$ cat src/sv/sid_pkg.sv
// ----------------------------------------------------------------------------
// sid_pkg: shared types and constants of the signed integer divider
// Default width, result status codes, sequencer states and unit status.
// ----------------------------------------------------------------------------
`default_nettype none

package sid_pkg;

    localparam int DATA_WIDTH_DEF = 32;

    typedef enum logic [1:0] {
        STATUS_OK       = 2'd0,
        STATUS_DIV_ZERO = 2'd1,
        STATUS_OVERFLOW = 2'd2
    } status_t;

    typedef enum logic [0:0] {
        ST_IDLE = 1'b0,
        ST_RUN  = 1'b1
    } state_t;

    // Status of the iterative unit as seen by the sequencer
    typedef struct packed {
        logic busy;
        logic done;
    } unit_stat_t;

endpackage

`default_nettype wire

$ cat src/sv/sid_div_unit.sv
// ----------------------------------------------------------------------------
// sid_div_unit: iterative unsigned shift-subtract divider
// Retires one quotient bit per cycle through one shared subtractor.
// ----------------------------------------------------------------------------
`default_nettype none

module sid_div_unit #(
    parameter int DATA_WIDTH = sid_pkg::DATA_WIDTH_DEF
) (
    input  wire logic                    clk,
    input  wire logic                    rst_n,
    input  wire logic                    start,
    input  wire logic [DATA_WIDTH-1:0]   dividend,
    input  wire logic [DATA_WIDTH-1:0]   divisor,
    output sid_pkg::unit_stat_t          stat,
    output logic      [DATA_WIDTH-1:0]   quo
);

    localparam int CntW = $clog2(DATA_WIDTH + 1);

    logic [DATA_WIDTH-1:0] rem_reg, rem_next;
    logic [DATA_WIDTH-1:0] quo_reg, quo_next;
    logic [DATA_WIDTH-1:0] div_reg, div_next;
    logic [CntW-1:0]       cnt_reg, cnt_next;
    logic                  busy_reg, busy_next;

    logic [DATA_WIDTH:0]   rem_shift;
    logic [DATA_WIDTH+1:0] diff;

    always_comb
    begin
        rem_shift = {rem_reg, quo_reg[DATA_WIDTH-1]};
        diff      = {1'b0, rem_shift} - {2'b00, div_reg};

        rem_next  = rem_reg;
        quo_next  = quo_reg;
        div_next  = div_reg;
        cnt_next  = cnt_reg;
        busy_next = busy_reg;

        if (start)
        begin
            rem_next  = '0;
            quo_next  = dividend;
            div_next  = divisor;
            cnt_next  = CntW'(DATA_WIDTH);
            busy_next = 1'b1;
        end
        else if (busy_reg)
        begin
            // keep the difference when no borrow, else restore
            if (!diff[DATA_WIDTH+1])
            begin
                rem_next = diff[DATA_WIDTH-1:0];
                quo_next = {quo_reg[DATA_WIDTH-2:0], 1'b1};
            end
            else
            begin
                rem_next = rem_shift[DATA_WIDTH-1:0];
                quo_next = {quo_reg[DATA_WIDTH-2:0], 1'b0};
            end
            cnt_next = cnt_reg - CntW'(1);
            if (cnt_reg == CntW'(1))
            begin
                busy_next = 1'b0;
            end
        end
    end

    always_ff @(posedge clk or negedge rst_n)
    begin
        if (!rst_n)
        begin
            busy_reg <= 1'b0;
            cnt_reg  <= '0;
        end
        else
        begin
            busy_reg <= busy_next;
            cnt_reg  <= cnt_next;
        end
    end

    always_ff @(posedge clk)
    begin
        rem_reg <= rem_next;
        quo_reg <= quo_next;
        div_reg <= div_next;
    end

    assign stat.busy = busy_reg;
    assign stat.done = !busy_reg;
    assign quo       = quo_reg;

endmodule

`default_nettype wire

$ cat src/sv/signed_integer_divider_core.sv
// ----------------------------------------------------------------------------
// signed_integer_divider_core: signed division truncated toward zero
// Strips signs, divides magnitudes one bit per cycle, then fixes the sign,
// flags divide by zero and saturates the one overflowing case.
// ----------------------------------------------------------------------------
//
//  Channel | Handshake            | Payload
//  --------+----------------------+------------------------------------
//  in      | in_valid / in_ready  | numerator, denominator (signed)
//  out     | out_valid / out_ready| quotient (signed), status (2 bits)
//
//  An item passes from accept to a loaded result in one accept step,
//  DATA_WIDTH iterations of the shared subtractor in sid_div_unit, and
//  one step to fix and register the result.
//  in_ready is high only while the sequencer is idle; a result waiting
//  on out_ready does not block the next accept, but a finished quotient
//  holds in the unit until the output register frees up.
//  Reset clears sequencer, unit control and output valid; payload is not reset.
// ----------------------------------------------------------------------------
`default_nettype none

module signed_integer_divider_core #(
    parameter int DATA_WIDTH = sid_pkg::DATA_WIDTH_DEF
) (
    input  wire logic                         clk,
    input  wire logic                         rst_n,
    input  wire logic                         in_valid,
    output logic                              in_ready,
    input  wire logic signed [DATA_WIDTH-1:0] numerator,
    input  wire logic signed [DATA_WIDTH-1:0] denominator,
    output logic                              out_valid,
    input  wire logic                         out_ready,
    output logic signed [DATA_WIDTH-1:0]      quotient,
    output logic [1:0]                        status
);

    sid_pkg::state_t     state_reg, state_next;
    sid_pkg::unit_stat_t unit_stat;

    // Operand flags captured at accept
    logic neg_a_reg, neg_a_next;
    logic neg_b_reg, neg_b_next;
    logic zero_reg,  zero_next;

    // Output register
    logic                  out_valid_reg, out_valid_next;
    logic [DATA_WIDTH-1:0] quotient_reg,  quotient_next;
    sid_pkg::status_t      status_reg,    status_next;

    logic                  accept;
    logic                  load;
    logic [DATA_WIDTH-1:0] mag_a;
    logic [DATA_WIDTH-1:0] mag_b;
    logic [DATA_WIDTH-1:0] unit_quo;
    logic [DATA_WIDTH-1:0] quo_neg;

    localparam logic [DATA_WIDTH-1:0] MaxPos = {1'b0, {(DATA_WIDTH-1){1'b1}}};

    // Magnitudes: the most negative value maps to 2^(W-1), still W bits unsigned
    assign mag_a = numerator[DATA_WIDTH-1]
                 ? (~$unsigned(numerator) + DATA_WIDTH'(1)) : $unsigned(numerator);
    assign mag_b = denominator[DATA_WIDTH-1]
                 ? (~$unsigned(denominator) + DATA_WIDTH'(1)) : $unsigned(denominator);

    sid_div_unit #(
        .DATA_WIDTH (DATA_WIDTH)
    ) u_div (
        .clk      (clk),
        .rst_n    (rst_n),
        .start    (accept),
        .dividend (mag_a),
        .divisor  (mag_b),
        .stat     (unit_stat),
        .quo      (unit_quo)
    );

    assign quo_neg = ~unit_quo + DATA_WIDTH'(1);

    // Sequencer: accept in idle, wait for the unit, then load the output
    always_comb
    begin
        state_next     = state_reg;
        in_ready       = 1'b0;
        accept         = 1'b0;
        load           = 1'b0;
        neg_a_next     = neg_a_reg;
        neg_b_next     = neg_b_reg;
        zero_next      = zero_reg;
        quotient_next  = quotient_reg;
        status_next    = status_reg;

        case (state_reg)
            sid_pkg::ST_IDLE:
            begin
                in_ready = 1'b1;
                if (in_valid)
                begin
                    accept     = 1'b1;
                    neg_a_next = numerator[DATA_WIDTH-1];
                    neg_b_next = denominator[DATA_WIDTH-1];
                    zero_next  = (denominator == '0);
                    state_next = sid_pkg::ST_RUN;
                end
            end
            sid_pkg::ST_RUN:
            begin
                // hold the finished quotient until the output register is free
                if (unit_stat.done && (!out_valid_reg || out_ready))
                begin
                    load       = 1'b1;
                    state_next = sid_pkg::ST_IDLE;
                    if (zero_reg)
                    begin
                        quotient_next = '0;
                        status_next   = sid_pkg::STATUS_DIV_ZERO;
                    end
                    else if (neg_a_reg != neg_b_reg)
                    begin
                        quotient_next = quo_neg;
                        status_next   = sid_pkg::STATUS_OK;
                    end
                    else if (unit_quo[DATA_WIDTH-1])
                    begin
                        // most negative over minus one: saturate
                        quotient_next = MaxPos;
                        status_next   = sid_pkg::STATUS_OVERFLOW;
                    end
                    else
                    begin
                        quotient_next = unit_quo;
                        status_next   = sid_pkg::STATUS_OK;
                    end
                end
            end
            default:
            begin
                state_next = sid_pkg::ST_IDLE;
            end
        endcase
    end

    // Output beat: set on load, drop once taken
    always_comb
    begin
        out_valid_next = out_valid_reg;
        if (load)
        begin
            out_valid_next = 1'b1;
        end
        else if (out_ready)
        begin
            out_valid_next = 1'b0;
        end
    end

    always_ff @(posedge clk or negedge rst_n)
    begin
        if (!rst_n)
        begin
            state_reg     <= sid_pkg::ST_IDLE;
            out_valid_reg <= 1'b0;
        end
        else
        begin
            state_reg     <= state_next;
            out_valid_reg <= out_valid_next;
        end
    end

    always_ff @(posedge clk)
    begin
        neg_a_reg    <= neg_a_next;
        neg_b_reg    <= neg_b_next;
        zero_reg     <= zero_next;
        quotient_reg <= quotient_next;
        status_reg   <= status_next;
    end

    assign out_valid = out_valid_reg;
    assign quotient  = $signed(quotient_reg);
    assign status    = status_reg;

`ifndef ASSERT_OFF
    // The unit never iterates while a new beat can be taken
    a_no_accept_while_busy: assert property (@(posedge clk) disable iff (!rst_n)
        !(in_ready && unit_stat.busy))
        else $error("input ready while divider unit busy");

    // An accepted beat starts the unit on the next cycle
    a_accept_starts_unit: assert property (@(posedge clk) disable iff (!rst_n)
        (in_valid && in_ready) |=> unit_stat.busy)
        else $error("divider unit did not start after accept");

    // Divide by zero always reports a zero quotient
    a_div_zero_quotient: assert property (@(posedge clk) disable iff (!rst_n)
        (out_valid && status == sid_pkg::STATUS_DIV_ZERO) |-> (quotient == '0))
        else $error("divide by zero with nonzero quotient");

    // Saturation only produces the largest positive value
    a_overflow_saturates: assert property (@(posedge clk) disable iff (!rst_n)
        (out_valid && status == sid_pkg::STATUS_OVERFLOW) |-> (quotient_reg == MaxPos))
        else $error("overflow status without saturated quotient");
`endif

endmodule

`default_nettype wire
$ cat config.mk
export PLATFORM = sky130hd
export DESIGN_NAME = signed_integer_divider_core
export DESIGN_NICKNAME = d
export VERILOG_FILES = /design/src/sv/sid_pkg.sv /design/src/sv/sid_div_unit.sv /design/src/sv/signed_integer_divider_core.sv
export SDC_FILE = /design/constraint.sdc
export NUM_CORES = 1
export LEC_CHECK = 0
export ABC_AREA = 1
export BUFFER_PORTS_ARGS = -buffer_cell sky130_fd_sc_hd__buf_2
export CORE_UTILIZATION = 30
export CTS_BUF_LIST = sky130_fd_sc_hd__clkbuf_4
export DETAILED_ROUTE_END_ITERATION = 10
export SETUP_SLACK_MARGIN = 0.15
export SLEW_MARGIN = 30
export SYNTH_ARGS = -nofsm -noshare
export SYNTH_HDL_FRONTEND = slang
export SYNTH_SLANG_ARGS = --single-unit
$ cat constraint.sdc
create_clock -name clk -period 5.22 [get_ports clk]
set_clock_uncertainty 0.1 [all_clocks]
set_input_delay 0.783 -clock clk [delete_from_list [all_inputs] [get_ports clk]]
set_output_delay 0.783 -clock clk [all_outputs]
set_load 0.005 [all_outputs]
Yosys cells after proc, flatten, opt, wreduce, memory -nomap -nowiden
Index checks and enable logic that the tools add are counted.
{ "classes": {"n_mux": 24, "bitwise_logic": 4, "reduce_logical": 10, "n_eq_ne": 2, "add_sub_neg": 5} }
{ "op_table": {"columns": ["op", "n"], "rows": [
  ["$mux 32", 5],
  ["$add 32x1->32 const B", 3],
  ["$not 32->32", 3],
  ["$mux 31", 2],
  ["$sub 33x32->34", 1],
  ["$logic_not 32->1", 1],
  ["$mux 1", 13],
  ["$mux 6", 2],
  ["$eq 6x1->1 const B", 1],
  ["$sub 6x1->6 const B", 1],
  ["$reduce_and 2->1", 2],
  ["$reduce_bool 2->1", 2],
  ["$logic_not 1->1", 2],
  ["$mux 2", 1],
  ["$pmux 1 s2", 1],
  ["$reduce_or 2->1", 1],
  ["$logic_and 1x1->1", 1],
  ["$logic_or 1x1->1", 1],
  ["$ne 1x1->1", 1],
  ["$not 1->1", 1]
]} }
{ "word_totals": {"regBits": 142, "inputBits": 68, "out_inout_bits": 36} }

Logic depth before layout (Yosys ltp)
{ "logic_depth": {"word_depth": 6, "ltp_mapped": 17, "ltp_nobuf": 16} }

By module
A second synthesis with hierarchy kept.
{ "unflattened": {"cells_unflattened": 1710, "hier_area_um2": 11352.1} }
{ "modules_own_cells": {"columns": ["mod", "area_per_inst_um2", "cells_each", "seq_area_each_um2", "instances"], "rows": [
  ["sid_div_unit", 6921.6, 999, 2737.6, 1],
  ["signed_integer_divider_core", 4430.5, 711, 1161.1, 1]
]} }

Least setup slack after synthesis
OpenSTA, ideal clock, no wires.
{ "synth_path": {"path_type": "input to register", "from": "input port in_valid", "to": "register u_div.quo_reg[31], in the netlist u_div.quo[31] (data pin)", "path_buffers": 2, "cell_stages": 5, "t_arrival_ps": 2497, "setup_slack_ps": 2296, "path_cell_list": "nand2_1 -> inv_2 -> buf_2 -> buf_1 -> o32ai_1"} }
{ "synth_via": {"elab_chain_len": 3} }
{ "synth_lines": {"columns": ["item", "line", "source"], "rows": [
  ["start, declared", "signed_integer_divider_core.sv:27", "input wire logic in_valid,"],
  ["$mux 1", "signed_integer_divider_core.sv:96", "if (in_valid)"],
  ["$mux 1", "signed_integer_divider_core.sv:92", "case (state_reg)"],
  ["named net accept", "signed_integer_divider_core.sv:50", "logic accept;"],
  ["$mux 32", "sid_div_unit.sv:41", "if (start)"],
  ["named net u_div.quo_next[31]", "sid_div_unit.sv:22", "logic [DATA_WIDTH-1:0] quo_reg, quo_next;"],
  ["end signal, assigned", "sid_div_unit.sv:87", "quo_reg <= quo_next;"],
  ["end, declared", "sid_div_unit.sv:22", null]
]} }
The timed path passes the listed nets, and every way through them passes these cells.
A chain may end at the register's enable or synchronous reset.

Final worst setup path
{ "layout_path": {"from": "register u_div.div_reg[16]", "to": "register u_div.rem_reg[14]"} }
{ "layout_via": {"elab_chain_len": 2} }
{ "layout_lines": {"columns": ["item", "line", "source"], "rows": [
  ["start, declared", "sid_div_unit.sv:23", "logic [DATA_WIDTH-1:0] div_reg, div_next;"],
  ["start signal, assigned", "sid_div_unit.sv:88", "div_reg <= div_next;"],
  ["$sub 33x32->34", "sid_div_unit.sv:33", "diff = {1'b0, rem_shift} - {2'b00, div_reg};"],
  ["$mux 32", "sid_div_unit.sv:52", "if (!diff[DATA_WIDTH+1])"],
  ["end signal, assigned", "sid_div_unit.sv:86", "rem_reg <= rem_next;"],
  ["end, declared", "sid_div_unit.sv:21", "logic [DATA_WIDTH-1:0] rem_reg, rem_next;"]
]} }
Every way passes these cells.

==> flow_summary.json <==
{
  "status": "completed",
  "peakVddDrop_v": 0.0001909,
  "pwr_density_cell_mw_per_mm2": 554.4,
  "dp.cells": 2097,
  "postRouteAntennaNets": 0,
  "critPathMostFrequentCell": "nand2_1",
  "crit_type": "reg -> reg",
  "place_congestion": 0.9730,
  "syn_to_final_growth_pct": 12.08,
  "fill_cells": 3793,
  "internal-power_mw": 3.430,
  "die_w_um": 191.4,
  "avgSynthCellArea_sq_um": 6.858,
  "fp.dieH_um": 191.4,
  "drive_gt1_frac": 0.1134,
  "r2r_setup_slack_ps": 2430,
  "p_comb_frac": 0.564,
  "antenna_found_initial": 4,
  "synthDistinctLibCells": 48,
  "drtIter0Drc": 838,
  "initial_utilization": 0.3085,
  "clockBufferDepth": 2,
  "synthSimpleGateAreaFrac": 0.3493,
  "final_max_slew_viol_count": 0,
  "numCtsBuffers": 17,
  "synth_compound_area_frac": 0.08384,
  "startpoint_type": "flop",
  "hpwl_mm": 24.48,
  "cts_tree": "yes",
  "rsz0062_at_grt": "false",
  "synth_xor_area_frac": 0.04721,
  "final_cells": 2132,
  "worstSetupEndpointType": "flop",
  "drc": 0,
  "p_sw_frac": 0.4870,
  "reg2reg_from": "u_div.div_reg[16]",
  "dr.pass1.iters": 7,
  "synth_top_family_by_area": "simple AND/OR/NAND/NOR gates",
  "crit_slowest_cell": "nand2_4",
  "fin_crit_sh": 0.5348,
  "maxCapViolCount": 0,
  "grt_max_degree": 63,
  "fmax_mhz": 358.2,
  "multiInputGateArea_sq_mm": 0.005657,
  "fin_util": 0.3457,
  "crit_required_ps": 5590,
  "vias": 10180,
  "cts.htree.levels": 4,
  "synthesis.instances": 1569,
  "crit_fanout": 34,
  "totalNegativeSetupSlack_ps": 0,
  "seq_area_frac_synth": 0.3623,
  "finalSetupViolations": 0,
  "synth_edf_count": 101,
  "power_switching_mw": 3.256,
  "register_area_sq_mm": 0.003899,
  "worstHoldStart": "out_ready",
  "synth-main-ff-cell": "edfxtp_1",
  "hold_violations": 0,
  "vias_per_cell": 4.775,
  "synth-seq-cells": 142,
  "cp.arrival_ps": 3160,
  "worst_slew_pin_slew_ps": 787.6,
  "coreArea_sq_mm": 0.03488,
  "r2r_cells": 13,
  "muxShareOfSynthArea": 0,
  "grt_usage": 0.1740,
  "ys_warn_count": 0,
  "io_pins": 104,
  "synth.net_count": 1675,
  "slew_headroom": 0.4749,
  "grt_overflow_total": 0,
  "wl_per_cell_um": 14.68,
  "p_total_mw": 6.686,
  "grt_pass1_wl_mm": 49.96,
  "clk-insertion-delay-late_ps": 610,
  "hold_path_depth": 2,
  "synthesis.area_sq_mm": 0.01076,
  "power.leakage_nw": 5.919,
  "synthArstFlopShare": 0.06338,
  "grt_pass1_vias": 9645,
  "synthAdderAreaFrac": 0.04488,
  "fin_crit_ps": 2792,
  "path_cells": "inv_1, ha_1, nand2_1, nor2_1, nand2_1, nand3_1, inv_1, nand2_2, nand2_4, nand2_4, nand2_1, nand3_1, o21ai_1",
  "critPathMaxStageDelay_ps": 450,
  "clk_transition_reported_paths_ps": 130,
  "holdPathEnd": "out_valid",
  "cts.repair.resized": 0,
  "clockPowerShare": 0.127,
  "cts_root_buffer": "clkbuf_4",
  "rows": 68,
  "power_frac_seq": 0.309,
  "die_area_sq_mm": 0.03663,
  "r2r_end": "u_div.rem_reg[14]",
  "hold_path.class": "in -> reg",
  "portBuffers": 103,
  "wl_mm": 31.30,
  "clkSinkCount": 142,
  "nNetsFinal": 1768
}
## synth_stat cells (12+ instances only)
cell type,instances,share of area
xnor2_1,21,0.017
o21ai_0,72,0.033
inv_1,256,0.089
xor2_1,37,0.030
o21ai_1,17,0.0079
edfxtp_1,101,0.28
clkbuf_1,20,0.0070
a21oi_1,36,0.017
nand3_1,139,0.065
dfxtp_1,32,0.060
a31oi_1,18,0.010
nand2_1,468,0.16
ha_1,37,0.043
inv_2,12,0.0042
nand3b_1,21,0.015
nor2_1,129,0.045
nand4_1,26,0.015
nor3_1,32,0.015
## stage by stage
step | worst slack (ps) | hold WS [ps] | instance area (sq um)
2_1_floorplan | 2296 | 324.4 | 10760
3_3_place_gp | 2393 | 356.4 | 11710
3_5_place_dp | 2385 | 358.5 | 11710
4_1_cts | 2457 | 232.7 | 12060
5_1_grt | 2228 | 235.2 | 12060
6_report | 2428 | 260.8 | 12060
## worst max path at each step
stage                            startpoint                 to  slack, ps  depth (start not counted)
after global routing          u_div.quo[31]  u_div.rem_reg[28]       2230                         16
after floorplan                    in_valid      u_div.quo[31]       2300                          5
after CTS                 u_div.div_reg[16]  u_div.rem_reg[25]       2460                         13
after detailed placement       numerator[0]      u_div.quo[18]       2390                         11
after global placement         numerator[0]      u_div.quo[18]       2390                         11
final                     u_div.div_reg[16]  u_div.rem_reg[14]       2430                         13
## final cells by class
| cell class | instances | share of cell area |
|---|---|---|
| diodes | 2 | 0.0004150 |
| well taps | 455 | 0.04720 |
| repair buffers | 111 | 0.04793 |
| inverters | 272 | 0.08466 |
| clock inverters | 12 | 0.01504 |
| multi-input cells | 1118 | 0.4690 |
| flip-flops and latches | 142 | 0.3233 |
| clock buffers | 20 | 0.01245 |
## layout by cell type (no fill, tap or decap), drive strengths merged, types with 5 or more instances in the layout
master,Yosys,layout
nand3b,21,21
nand4,26,26
dfxtp,32,32
inv,268,272
buf,17,110
nor4,7,7
clkinv,4,5
or2,8,8
nand2,474,474
a21oi,39,39
clkbuf,20,20
nand3,143,143
o21ai,89,89
dfrtp,9,9
nor3,35,35
edfxtp,101,101
xor2,37,37
nor2,142,142
ha,37,37
a31oi,18,18
xnor2,21,21
## power by group through the flow
| stage | sequential [mW] | combinational, mW | clock, mW |
|---|---|---|---|
| global route | 2.12 | 4.32 | 0.905 |
| CTS | 2.06 | 3.76 | 0.873 |
| finish | 2.07 | 3.77 | 0.848 |
| global placement | 2.08 | 3.70 | 0 |
| detailed placement | 2.09 | 3.73 | 0 |
| floorplan | 1.98 | 2.86 | 0 |
## timing repair
action,in CTS,in global routing
endpoints found under the hold margin,9,0
setup buffers,0,0
hold buffers,1,0
## cell families (layout without fill, tap and decap cells)
logic type,count (synthesis),after routing
simple gates,859,859
buf+inv,309,415
compound gates,163,163
flops,142,142
xor+xnor,58,58
fa+ha+maj,38,38
other cells,0,2
## worst max-delay path: cells and delay by family, from the launching register on
| family | cells | cell delay (ps) |
|---|---|---|
| AND/OR/NAND/NOR | 9 | 1650 |
| flip-flops | 1 | 340 |
| buffers and inverters | 2 | 120 |
| AO/OA/AOI/OAI | 1 | 60 |
| adder cells (fa/ha/maj) | 1 | 380 |
## routing by layer
layer / vias to the layer above / part of all wire / GRT usage
li1: 5232 / - / -
met1: 4625 / 0.48 / 0.2451
met2: 286 / 0.44 / 0.2727
met3: 33 / 0.054 / 0.02552
met4: 4 / 0.017 / 0.05311
met5: - / 0.00083 / 0
Note: power is estimated with default switching activity, not from simulation.
